`src/rtl/trst_pkg.sv`:
```
// shared constants, register codes and the arctangent table of the touch ring tracker
`default_nettype none

package trst_pkg;

    localparam int MAX_SEGMENTS = 32;
    localparam int ANGLE_BITS   = 16;
    localparam int COORD_BITS   = 16;
    localparam int CORDIC_STEPS = 24;

    localparam int ARC_W      = 16;
    localparam int COUNT_W    = 6;
    localparam int MASK_W     = 32;
    localparam int CFG_IDX_W  = 2;
    localparam int CFG_DATA_W = 16;

    localparam logic [CFG_IDX_W-1:0] CFG_ARC_START = 2'd0;
    localparam logic [CFG_IDX_W-1:0] CFG_ARC_END   = 2'd1;
    localparam logic [CFG_IDX_W-1:0] CFG_SEG_COUNT = 2'd2;

    localparam logic FUNC_CONTACT = 1'b0;
    localparam logic FUNC_TICK    = 1'b1;

    // atan(2^-i) in binary angle, 2^32 per turn
    function automatic logic [31:0] atan_entry(input logic [4:0] idx);
        logic [31:0] val;
        case (idx)
            5'd0:    val = 32'h20000000;
            5'd1:    val = 32'h12E4051E;
            5'd2:    val = 32'h09FB385B;
            5'd3:    val = 32'h051111D4;
            5'd4:    val = 32'h028B0D43;
            5'd5:    val = 32'h0145D7E1;
            5'd6:    val = 32'h00A2F61E;
            5'd7:    val = 32'h00517C55;
            5'd8:    val = 32'h0028BE53;
            5'd9:    val = 32'h00145F2F;
            5'd10:   val = 32'h000A2F98;
            5'd11:   val = 32'h000517CC;
            5'd12:   val = 32'h00028BE6;
            5'd13:   val = 32'h000145F3;
            5'd14:   val = 32'h0000A2FA;
            5'd15:   val = 32'h0000517D;
            5'd16:   val = 32'h000028BE;
            5'd17:   val = 32'h0000145F;
            5'd18:   val = 32'h00000A30;
            5'd19:   val = 32'h00000518;
            5'd20:   val = 32'h0000028C;
            5'd21:   val = 32'h00000146;
            5'd22:   val = 32'h000000A3;
            5'd23:   val = 32'h00000051;
            default: val = 32'h00000000;
        endcase
        return val;
    endfunction

endpackage

`default_nettype wire

```
`src/rtl/touch_ring_sector_tracker.sv`:
```
// touch ring tracker: cordic angle, arc test, segment divide and tick masks
// contact word: accepted, then cordic iterations, a map step, divide steps and an update step;
//   the next word is taken once the sequencer is back in idle (a zero offset skips the cordic,
//   a contact off the arc ends after the map step, an empty arc or zero segment count drops it)
// tick word: its result sits in the output register the next cycle
// the cordic iteration and the one-bit-a-cycle restoring divider make up the contact path
// reset: async active low; arcs 0..65535, 8 segments, segment marks cleared, no result pending
`default_nettype none

module touch_ring_sector_tracker (
    input  wire                               clk,
    input  wire                               rst_n,
    // configuration write port
    input  wire                               cfg_wr_en,
    input  wire [trst_pkg::CFG_IDX_W-1:0]     cfg_index,
    input  wire [trst_pkg::CFG_DATA_W-1:0]    cfg_data,
    // input channel
    input  wire                               in_valid,
    output logic                              in_stall,
    input  wire                               func,
    input  wire signed [trst_pkg::COORD_BITS-1:0] contact_dx,
    input  wire signed [trst_pkg::COORD_BITS-1:0] contact_dy,
    // output channel
    output logic                              out_valid,
    input  wire                               out_stall,
    output logic [trst_pkg::MASK_W-1:0]       held_mask,
    output logic [trst_pkg::MASK_W-1:0]       pressed_mask,
    output logic [trst_pkg::MASK_W-1:0]       released_mask,
    output logic                              changed
);
    import trst_pkg::*;

    // cordic datapath width: sign, negation of the most negative input and gain headroom
    localparam int CW       = COORD_BITS + 4;
    localparam int PROD_W   = ANGLE_BITS + COUNT_W;
    localparam int EXT_W    = ANGLE_BITS + ARC_W;
    localparam int SCALE_UP = (ANGLE_BITS >= ARC_W) ? ANGLE_BITS - ARC_W : 0;
    localparam int SCALE_DN = (ANGLE_BITS <  ARC_W) ? ARC_W - ANGLE_BITS : 0;
    localparam int SEG_LIM  = (MAX_SEGMENTS < MASK_W) ? MAX_SEGMENTS : MASK_W;
    localparam int STEP_W   = $clog2(CORDIC_STEPS);
    localparam int KBIT_W   = $clog2(COUNT_W);
    localparam int SEG_W    = $clog2(MASK_W);

    localparam logic [COUNT_W-1:0] SEG_LIMIT = COUNT_W'(SEG_LIM);
    localparam logic [31:0]        Z_ROUND   = 32'(1) << (31 - ANGLE_BITS);
    localparam logic [31:0]        Z_HALF    = 32'h80000000;
    localparam logic [STEP_W-1:0]  STEP_LAST = STEP_W'(CORDIC_STEPS - 1);
    localparam logic [STEP_W-1:0]  K_FIRST   = STEP_W'(COUNT_W - 1);

    localparam logic [2:0] ST_IDLE   = 3'd0;
    localparam logic [2:0] ST_CORDIC = 3'd1;
    localparam logic [2:0] ST_MAP    = 3'd2;
    localparam logic [2:0] ST_DIV    = 3'd3;
    localparam logic [2:0] ST_UPD    = 3'd4;

    // control state
    logic [2:0]          state_reg, state_next;
    logic [STEP_W-1:0]   step_reg, step_next;

    // configuration registers
    logic [ARC_W-1:0]    arc_start_reg, arc_start_next;
    logic [ARC_W-1:0]    arc_end_reg, arc_end_next;
    logic [COUNT_W-1:0]  seg_count_reg, seg_count_next;

    // segment marks
    logic [MASK_W-1:0]   held_reg, held_next;
    logic [MASK_W-1:0]   prev_reg, prev_next;
    logic [MASK_W-1:0]   cur_reg, cur_next;
    logic [MASK_W-1:0]   new_reg, new_next;

    // result word register
    logic                out_valid_reg, out_valid_next;
    logic [MASK_W-1:0]   held_out_reg, held_out_next;
    logic [MASK_W-1:0]   pressed_out_reg, pressed_out_next;
    logic [MASK_W-1:0]   released_out_reg, released_out_next;
    logic                changed_reg, changed_next;

    // datapath registers, no reset
    logic signed [CW-1:0] x_reg, x_next;
    logic signed [CW-1:0] y_reg, y_next;
    logic [31:0]          z_reg, z_next;
    logic                 zero_reg, zero_next;
    logic [PROD_W-1:0]    rem_reg, rem_next;
    logic [ANGLE_BITS-1:0] span_reg, span_next;
    logic [COUNT_W-1:0]   quo_reg, quo_next;

    // combinational helpers
    logic [EXT_W-1:0]      lo_ext, hi_ext;
    logic [ANGLE_BITS-1:0] lo, hi;
    logic [COUNT_W-1:0]    n_eff;
    logic                  arc_ok;
    logic                  in_accept, out_accept;
    logic                  tick_accept, contact_start;
    logic signed [CW-1:0]  dx_ext, dy_ext;
    logic signed [CW-1:0]  xs, ys;
    logic [31:0]           atan_val;
    logic [31:0]           z_rounded;
    logic [ANGLE_BITS-1:0] angle, offset, span;
    logic [PROD_W-1:0]     product, trial;
    logic                  fits;
    logic [COUNT_W-1:0]    seg;
    logic [MASK_W-1:0]     seg_bit;
    logic [MASK_W-1:0]     released;
    logic                  cfg_hit;

    // arc registers scaled to the angle width
    assign lo_ext = (EXT_W'(arc_start_reg) << SCALE_UP) >> SCALE_DN;
    assign hi_ext = (EXT_W'(arc_end_reg) << SCALE_UP) >> SCALE_DN;
    assign lo     = lo_ext[ANGLE_BITS-1:0];
    assign hi     = hi_ext[ANGLE_BITS-1:0];
    assign n_eff  = (seg_count_reg > SEG_LIMIT) ? SEG_LIMIT : seg_count_reg;
    // empty arc or no segments: contacts fall through untouched
    assign arc_ok = (n_eff != '0) && (lo != hi);

    // a tick needs the result register free, a contact does not
    assign in_stall    = (state_reg != ST_IDLE) ||
                         ((func == FUNC_TICK) && out_valid_reg && out_stall);
    assign in_accept   = in_valid && !in_stall;
    assign out_accept  = out_valid_reg && !out_stall;
    assign tick_accept = in_accept && (func == FUNC_TICK);
    assign contact_start = in_accept && (func == FUNC_CONTACT) && arc_ok;

    assign dx_ext = {{(CW-COORD_BITS){contact_dx[COORD_BITS-1]}}, contact_dx};
    assign dy_ext = {{(CW-COORD_BITS){contact_dy[COORD_BITS-1]}}, contact_dy};

    // shared cordic rotation: floor shifts and one table entry per cycle
    assign xs       = x_reg >>> step_reg;
    assign ys       = y_reg >>> step_reg;
    assign atan_val = atan_entry(5'(step_reg));

    // round to nearest, ties up, wrapping past a full turn
    assign z_rounded = z_reg + Z_ROUND;
    assign angle     = zero_reg ? '0 : z_rounded[31 -: ANGLE_BITS];
    assign offset    = angle - lo;
    // same modular difference whether or not the arc wraps
    assign span      = hi - lo;
    assign product   = PROD_W'(offset) * PROD_W'(n_eff);

    // restoring divide: one quotient bit a cycle, msb first
    assign trial = PROD_W'(span_reg) << step_reg[KBIT_W-1:0];
    assign fits  = (rem_reg >= trial);

    // hit exactly at the arc end goes to the last segment
    assign seg     = (quo_reg >= n_eff) ? (n_eff - COUNT_W'(1)) : quo_reg;
    assign seg_bit = MASK_W'(1) << seg[SEG_W-1:0];

    assign released = prev_reg & ~cur_reg;

    always_comb
    begin
        cfg_hit = 1'b0;
        unique case (cfg_index)
            CFG_ARC_START, CFG_ARC_END, CFG_SEG_COUNT: cfg_hit = cfg_wr_en;
            default:                                   cfg_hit = 1'b0;
        endcase
    end

    // sequencer and datapath
    always_comb
    begin
        state_next = state_reg;
        step_next  = step_reg;
        x_next     = x_reg;
        y_next     = y_reg;
        z_next     = z_reg;
        zero_next  = zero_reg;
        rem_next   = rem_reg;
        span_next  = span_reg;
        quo_next   = quo_reg;
        unique case (state_reg)
            ST_IDLE:
            begin
                if (contact_start)
                begin
                    step_next = '0;
                    zero_next = (contact_dx == '0) && (contact_dy == '0);
                    if (contact_dx[COORD_BITS-1])
                    begin
                        x_next = -dx_ext;
                        y_next = -dy_ext;
                        z_next = Z_HALF;
                    end
                    else
                    begin
                        x_next = dx_ext;
                        y_next = dy_ext;
                        z_next = '0;
                    end
                    // zero offset skips the rotation, angle is zero
                    state_next = ((contact_dx == '0) && (contact_dy == '0)) ? ST_MAP : ST_CORDIC;
                end
            end
            ST_CORDIC:
            begin
                if (!y_reg[CW-1])
                begin
                    x_next = x_reg + ys;
                    y_next = y_reg - xs;
                    z_next = z_reg + atan_val;
                end
                else
                begin
                    x_next = x_reg - ys;
                    y_next = y_reg + xs;
                    z_next = z_reg - atan_val;
                end
                step_next = step_reg + STEP_W'(1);
                if (step_reg == STEP_LAST)
                begin
                    state_next = ST_MAP;
                end
            end
            ST_MAP:
            begin
                if (offset > span)
                begin
                    state_next = ST_IDLE;
                end
                else
                begin
                    rem_next   = product;
                    span_next  = span;
                    quo_next   = '0;
                    step_next  = K_FIRST;
                    state_next = ST_DIV;
                end
            end
            ST_DIV:
            begin
                if (fits)
                begin
                    rem_next = rem_reg - trial;
                end
                quo_next  = {quo_reg[COUNT_W-2:0], fits};
                step_next = step_reg - STEP_W'(1);
                if (step_reg == '0)
                begin
                    state_next = ST_UPD;
                end
            end
            ST_UPD:
            begin
                state_next = ST_IDLE;
            end
            default:
            begin
                state_next = ST_IDLE;
            end
        endcase
    end

    // configuration, marks and result word
    always_comb
    begin
        arc_start_next    = arc_start_reg;
        arc_end_next      = arc_end_reg;
        seg_count_next    = seg_count_reg;
        held_next         = held_reg;
        prev_next         = prev_reg;
        cur_next          = cur_reg;
        new_next          = new_reg;
        out_valid_next    = out_valid_reg && !out_accept;
        held_out_next     = held_out_reg;
        pressed_out_next  = pressed_out_reg;
        released_out_next = released_out_reg;
        changed_next      = changed_reg;

        if (cfg_wr_en)
        begin
            unique case (cfg_index)
                CFG_ARC_START: arc_start_next = cfg_data[ARC_W-1:0];
                CFG_ARC_END:   arc_end_next   = cfg_data[ARC_W-1:0];
                CFG_SEG_COUNT: seg_count_next = cfg_data[COUNT_W-1:0];
                default:       ;
            endcase
        end

        if (cfg_hit)
        begin
            // a reconfigured ring starts untouched
            held_next = '0;
            prev_next = '0;
            cur_next  = '0;
            new_next  = '0;
        end
        else if (tick_accept)
        begin
            held_next         = held_reg & ~released;
            prev_next         = cur_reg;
            cur_next          = '0;
            new_next          = '0;
            out_valid_next    = 1'b1;
            held_out_next     = held_reg & ~released;
            pressed_out_next  = new_reg;
            released_out_next = released;
            changed_next      = (new_reg != '0) || (released != '0);
        end
        else if (state_reg == ST_UPD)
        begin
            cur_next = cur_reg | seg_bit;
            if ((held_reg & seg_bit) == '0)
            begin
                held_next = held_reg | seg_bit;
                new_next  = new_reg | seg_bit;
            end
        end
    end

    always_ff @(posedge clk or negedge rst_n)
    begin
        if (!rst_n)
        begin
            state_reg     <= ST_IDLE;
            step_reg      <= '0;
            arc_start_reg <= '0;
            arc_end_reg   <= {ARC_W{1'b1}};
            seg_count_reg <= COUNT_W'(8);
            held_reg      <= '0;
            prev_reg      <= '0;
            cur_reg       <= '0;
            new_reg       <= '0;
            out_valid_reg <= 1'b0;
        end
        else
        begin
            state_reg     <= state_next;
            step_reg      <= step_next;
            arc_start_reg <= arc_start_next;
            arc_end_reg   <= arc_end_next;
            seg_count_reg <= seg_count_next;
            held_reg      <= held_next;
            prev_reg      <= prev_next;
            cur_reg       <= cur_next;
            new_reg       <= new_next;
            out_valid_reg <= out_valid_next;
        end
    end

    always_ff @(posedge clk)
    begin
        x_reg            <= x_next;
        y_reg            <= y_next;
        z_reg            <= z_next;
        zero_reg         <= zero_next;
        rem_reg          <= rem_next;
        span_reg         <= span_next;
        quo_reg          <= quo_next;
        held_out_reg     <= held_out_next;
        pressed_out_reg  <= pressed_out_next;
        released_out_reg <= released_out_next;
        changed_reg      <= changed_next;
    end

    assign out_valid     = out_valid_reg;
    assign held_mask     = held_out_reg;
    assign pressed_mask  = pressed_out_reg;
    assign released_mask = released_out_reg;
    assign changed       = changed_reg;

endmodule

`default_nettype wire
```
`config.mk`:
```
export PLATFORM = sky130hd
export DESIGN_NAME = touch_ring_sector_tracker
export DESIGN_NICKNAME = d
export VERILOG_FILES = /design/src/rtl/trst_pkg.sv /design/src/rtl/touch_ring_sector_tracker.sv
export SDC_FILE = /design/constraint.sdc
export NUM_CORES = 1
export LEC_CHECK = 0
export ABC_AREA = 1
export ABC_CLOCK_PERIOD_IN_PS = 6750
export BUFFER_PORTS_ARGS = -buffer_cell sky130_fd_sc_hd__buf_2
export CORE_MARGIN = 5
export CORE_UTILIZATION = 57
export DETAILED_ROUTE_END_ITERATION = 10
export GPL_TIMING_DRIVEN = 0
export PLACE_DENSITY = 0.82
export SYNTH_ARGS = -nofsm -noshare
export SYNTH_HDL_FRONTEND = slang
export SYNTH_SLANG_ARGS = --single-unit
```
`constraint.sdc`:
```
create_clock -name clk -period 6.75 [get_ports clk]
set_clock_uncertainty 0.15 [all_clocks]
set_input_delay 2.025 -clock clk [delete_from_list [all_inputs] [get_ports clk]]
set_output_delay 2.025 -clock clk [all_outputs]
set_load 0.005 [all_outputs]
```
==> run metrics, run 1 <==
Final period util 99.1%; Synth area leaders edfxtp_1 21%, dfrtp_1 13%, nand2_1 12%; terminus of the critical flop-to-flop path rem_reg[19]; slowest cell delay on critical path 550 ps; Setup Crit Path Kind reg2reg; Worst-Skew Late Latency 610 ps; Final setup viols 0; Die Ht 243 um; Slew @ Worst Pin between 1000 and 1500 ps; Root Buffer clkbuf_16; ys async rst share 45.0%; share of cells above drive strength 1 10.7%; WP data required 6950 ps; CP Max Fanout 6; post-layout minimum cycle time 6690 ps; n_diodes 0; Critical Path Start z_reg[15]; cell taking the most area after synthesis edfxtp_1; synth unique cells 61; routability cong. 1.00; Startpoint Class flip-flop; Detailed Route WL 102 mm; via/cell ratio just under 6; Antenna Nets Post-Route 0; slowest CP cell fa_1; Sum Neg Setup Slack 0 ps; initial antenna violation count 0; NumNets Final 4746; H-tree levels 2; Syn Inst Count 4199; FMAX 0.150 GHz; post-route insts no fill roughly 5200; setup slack, reg-to-reg about 61 ps; Seq cells post-synth between 300 and 400; DR WL/cell 19.7 um; post-synthesis mux area share less than 1%; Post-Synth Adder-Cell Area 11.7%; Die Wd between 200 and 250 um; total core area 53700 um2; Crit path top cell by count nand2_1; Port-buffer cells approximately 150; Mean Syn Cell Area 7.35 um2; post-synthesis sequential area ratio 35.1%; Hold Path Class reg2reg; pre-CTS setup slack -598 ps; largest net degree at the start of global routing 103; synth-to-layout area growth 13.5%; GRT Total Usage 32.8%; CTS buffer count 45; share of the synthesized area in the top cell type 20.8%; Setup crit end kind flip-flop; Vias 30800; Most used DFF post-synth edfxtp_1; # rows 85; fin. max-slew vios 0; Die ar. 58900 um2; initial DRC count 2930; Synth Area in Compound Gates 16.0%; hpwl dp 76.4 mm; largest family of logic cells by synthesized area simple AND/OR/NAND/NOR gates; GRT overflow 0; number of global-route vias before repair 28700; Synth Net Count 4505; global-route wire length before repair between 150 and 200 mm; synthesized cell area 30800 um2; num ports 155; Post-Synth XOR/XNOR Area 3.12%; Longest Clk Path Bufs 3; Arr. time, crit path 6890 ps; # DRC 0; cell count after placement 5054; Warnings, synthesis 0; Final Worst Setup Slack between 60 and 70 ps; status complete, no violations; Slew Limit Headroom 13.4%; r2r startpoint z_reg[15]; RSZ-0062 raised after global routing true; count of max-cap constraint violations 0; Hold Vio Cnt, Final 0; Clk pin slew, worst setup/hold paths approximately 60 ps; initial core utilization 57.4%; crit path to rem_reg[19]; worst reg-to-reg path cell count 35; CTS tree done; post-synthesis simple-gate area fraction 24.6%; most common cell in the synthesized netlist nand2_1; Synth top cells by count 981 x nand2_1, 547 x inv_1, 442 x nor2_1, 391 x o21ai_0, 315 x a21oi_1; CTS sink cnt 389; Pre-Repair DR Iteration Count 9; EDFF count, synth 214
[timing repair]
action	in CTS	in global routing
buffers inserted	9	31
hold buffers	0	0
setup endpoints to repair	13	39
resized for setup	28	103
pin swaps	8	36
[layout by cell type, fill, tap and decap left out, types with 158 or more instances in the layout]
cell / count
a21oi_1: 300
buf_2: 179
dfrtp_1: 158
edfxtp_1: 214
ha_1: 171
inv_1: 537
nand2_1: 975
nand3_1: 195
nor2_1: 428
o21ai_0: 381
[layout make-up]
class                           instances  area, um2
Multi-Input combinational cell       3104      17900
Inverter                              559       2100
Clock inverter                         26        344
Clock buffer                           57       1200
Timing Repair Buffer                  199       1200
Fill cell                            4547      18700
Tap cell                              696        871
Buffer                                142        626
Sequential cell                       389      10800
[per-layer routing]
layer  vias to the layer above  routed length (um)  GRT usage (%)
met4                         0                6360           16.4
met3                       370                8790           5.06
met2                      1692               46400           53.3
met1                     14300               40400           42.9
li1                      14500                   -              -
met5                         -                   0              0
[stage by stage]
| stage | hold WS [ps] | utilization, % | area [um2] |
|---|---|---|---|
| final | 336 | 65.2 | 35000 |
| after global routing | 370 | 65.2 | 35000 |
| after CTS | 338 | 64.0 | 34400 |
| after detailed placement | 323 | 60.8 | 32600 |
| after global placement | 316 | 60.5 | 32500 |
| after floorplan | 303 | - | 30900 |
[logic make-up after synthesis]
| logic type | after synthesis |
|---|---|
| adder cells (fa/ha/maj) | 250 |
| AND/OR/NAND/NOR | 1820 |
| AO/OA/AOI/OAI | 906 |
| buffers and inverters | 706 |
| flip-flops | 389 |
| XOR/XNOR | 110 |
| multiplexers | 18 |
[critical path: cells and delay by family, from the launching register on]
kind | cells | cell delay (ps)
buffers and inverters | 5 | 430
adders and majority gates | 6 | 2250
AOI/OAI and AO/OA | 10 | 1500
and+or+nand+nor | 13 | 1450
DFF | 1 | 480
xor gates and xnor gates | 1 | 170
[worst min-delay path by stage]
| stage | start | end | slack, ps | cells after the start |
|---|---|---|---|---|
| after floorplan | arc_start_reg[10] | arc_start_reg[10] | 300 | 2 |
| after global placement | arc_start_reg[3] | arc_start_reg[3] | 320 | 2 |
| after detailed placement | arc_start_reg[3] | arc_start_reg[3] | 320 | 2 |
| after CTS | arc_start_reg[3] | arc_start_reg[3] | 340 | 2 |
| after global routing | arc_end_reg[2] | arc_end_reg[2] | 370 | 2 |
| final | arc_start_reg[13] | arc_start_reg[13] | 340 | 2 |
Power of run 1 is not shown: default switching activity piles up to over one toggle a cycle in this logic, so the estimate is an artifact.
==> inputs of run 2 (changes only) <==
--- a/config.mk
+++ b/config.mk
@@ -6,13 +6,13 @@
 export NUM_CORES = 1
 export LEC_CHECK = 0
 export ABC_AREA = 1
-export ABC_CLOCK_PERIOD_IN_PS = 6750
+export ABC_CLOCK_PERIOD_IN_PS = 6600
 export BUFFER_PORTS_ARGS = -buffer_cell sky130_fd_sc_hd__buf_2
 export CORE_MARGIN = 5
 export CORE_UTILIZATION = 57
 export DETAILED_ROUTE_END_ITERATION = 10
 export GPL_TIMING_DRIVEN = 0
-export PLACE_DENSITY = 0.82
+export PLACE_DENSITY = 0.79
 export SYNTH_ARGS = -nofsm -noshare
 export SYNTH_HDL_FRONTEND = slang
 export SYNTH_SLANG_ARGS = --single-unit
==> constraint.sdc (replaced) <==
create_clock -name clk -period 6.6 [get_ports clk]
set_clock_uncertainty 0.15 [all_clocks]
set_input_delay 1.98 -clock clk [delete_from_list [all_inputs] [get_ports clk]]
set_output_delay 1.98 -clock clk [all_outputs]
set_load 0.005 [all_outputs]
==> run metrics, run 2 (same netlist as run 1, synthesis figures left out) <==
share of cells above drive strength 1 11.9% (+1.2 points); hold path depth 2 (unchanged); DR WL/cell 19.6 um (-0.56%); num ports 155 (unchanged); # rows 85 (unchanged); Detailed Route WL 102 mm (-0.31%); Longest Clk Path Bufs 3 (unchanged); H-tree levels 2 (unchanged); worst hold slack 334 ps (-1.94 ps); Hold Vio Cnt, Final 0 (unchanged); Worst-Skew Late Latency 610 ps (about the same); Slew Limit Headroom 17.0% (+3.6 points); Post-CTS Hold Buffers 0 (unchanged); RSZ-0062 raised after global routing true; Pre-Repair DR Iteration Count 6 (-3); initial DRC count 2864 (-2.3%); Slew @ Worst Pin 1240 ps (-51.7 ps); Startpoint Class flip-flop; Hold Path Class reg2reg; slowest CP cell fa_1; area occupied by multi-input gates 18100 um2 (+1.4%); post-route insts no fill 5185 (+0.25%); Antenna Nets Post-Route 0 (unchanged); n_diodes 0 (unchanged); worst reg-to-reg path cell count 30 (-14%); CTS tree done; NumNets Final 4759 (+0.27%); slowest cell delay on critical path 640 ps (+90 ps); Clk pin slew, worst setup/hold paths 60 ps (about the same); Vias 31000 (+0.73%); setup slack, reg-to-reg -100 ps (-170 ps); Die ar. 58900 um2 (unchanged); largest net degree at the start of global routing 122 (+18%); WP data required 6810 ps (-140 ps); commonest non-fill, non-tap cells in the layout 965 x nand2_1, 529 x inv_1, 426 x nor2_1; FMAX 0.149 GHz (-0.23%); fin. max-slew vios 0 (unchanged); # DRC 0 (unchanged); post-layout minimum cycle time 6700 ps (+15.2 ps); terminus of the critical flop-to-flop path rem_reg[21]; routability cong. 1.07 (+7.1%); # fillers 4524 (-0.51%); Arr. time, crit path 6910 ps (+20 ps); Final Worst Setup Slack -104 ps (-165 ps); cell count after placement 5054 (unchanged); Die Wd 243 um (unchanged); pre-CTS setup slack -825 ps (-227 ps); count of max-cap constraint violations 0 (unchanged); CP Max Fanout 4 (-2); Final period util 102% (+2.5 points); Final setup viols 3 (+3); number of global-route vias before repair 29200 (+1.8%); global-route wire length before repair 155 mm (-0.37%); commonest non-fill, non-tap cell in the layout nand2_1; Setup crit end kind flip-flop; hold_sp arc_start_reg[6]; Die Ht 243 um (unchanged); CTS sink cnt 389 (unchanged); GRT Total Usage 32.4% (-0.32 points); Hold Path End arc_start_reg[6]; failing checks setup timing; hpwl dp 75.0 mm (-1.9%); initial antenna violation count 0 (unchanged); total core area 53700 um2 (unchanged); CTS buffer count 44 (-2.2%); Root Buffer clkbuf_16; via/cell ratio 5.98 (+0.48%); Setup Crit Path Kind reg2reg; synth-to-layout area growth 14.7%; Seq. cell area 10800 um2 (about the same); Port-buffer cells 154 (unchanged); GRT overflow 0 (unchanged); r2r startpoint z_reg[15]; initial core utilization 57.4% (unchanged); status finished, violations left
## run 2: layout make-up
class / instances / share of cell area (%)
Buffer: 144 / 1.81
Clock buffer: 57 / 3.61
Timing Repair Buffer: 211 / 3.61
Inverter: 559 / 5.96
Multi-Input combinational cell: 3104 / 51.2
Clock inverter: 25 / 0.736
Tap cell: 696 / 2.46
Sequential cell: 389 / 30.6
## run 2: worst max path at each step
stage,slack [ps],startpoint,depth (start not counted),endpoint
2_1_floorplan,360,out_stall,10,prev_reg[0]
3_3_place_gp,-1850,func,11,prev_reg[7]
3_5_place_dp,-820,z_reg[15],33,rem_reg[19]
4_1_cts,7,z_reg[15],32,rem_reg[20]
5_1_grt,-320,z_reg[15],30,rem_reg[20]
6_report,-100,z_reg[15],30,rem_reg[21]
## run 2: per-stage QoR
stage	cell area, um2	setup TNS, ps	util (%)
global route	35400	-1710	65.9
detailed placement	32600	-5750	60.7
finish	35400	-237	65.9
floorplan	30900	0	-
global placement	32500	-124300	60.5
CTS	34600	0	64.3
## run 2: repair_timing
item                       4_1_cts  5_1_grt
buffers inserted                20       32
setup endpoints to repair       17       43
resized for setup               52      148
gates cloned                     0        0
pin swaps                       14       63
## run 2: critical path: cells and delay by family (launching register included)
| kind | cells | cell delay, ps |
|---|---|---|
| adders and majority gates | 6 | 2510 |
| and+or+nand+nor | 12 | 1520 |
| AOI/OAI and AO/OA | 6 | 1060 |
| buffers and inverters | 5 | 520 |
| DFF | 1 | 440 |
| xor gates and xnor gates | 1 | 260 |
## run 2: layer usage
metal | vias up | global-route usage [%] | wire length, um
met5 | - | 0 | 0
met3 | 402 | 4.79 | 8890
li1 | 14500 | - | -
met4 | 0 | 16.4 | 6550
met2 | 1720 | 53.5 | 46600
met1 | 14400 | 42.0 | 39600
Power of run 2 is left out for the same reason.
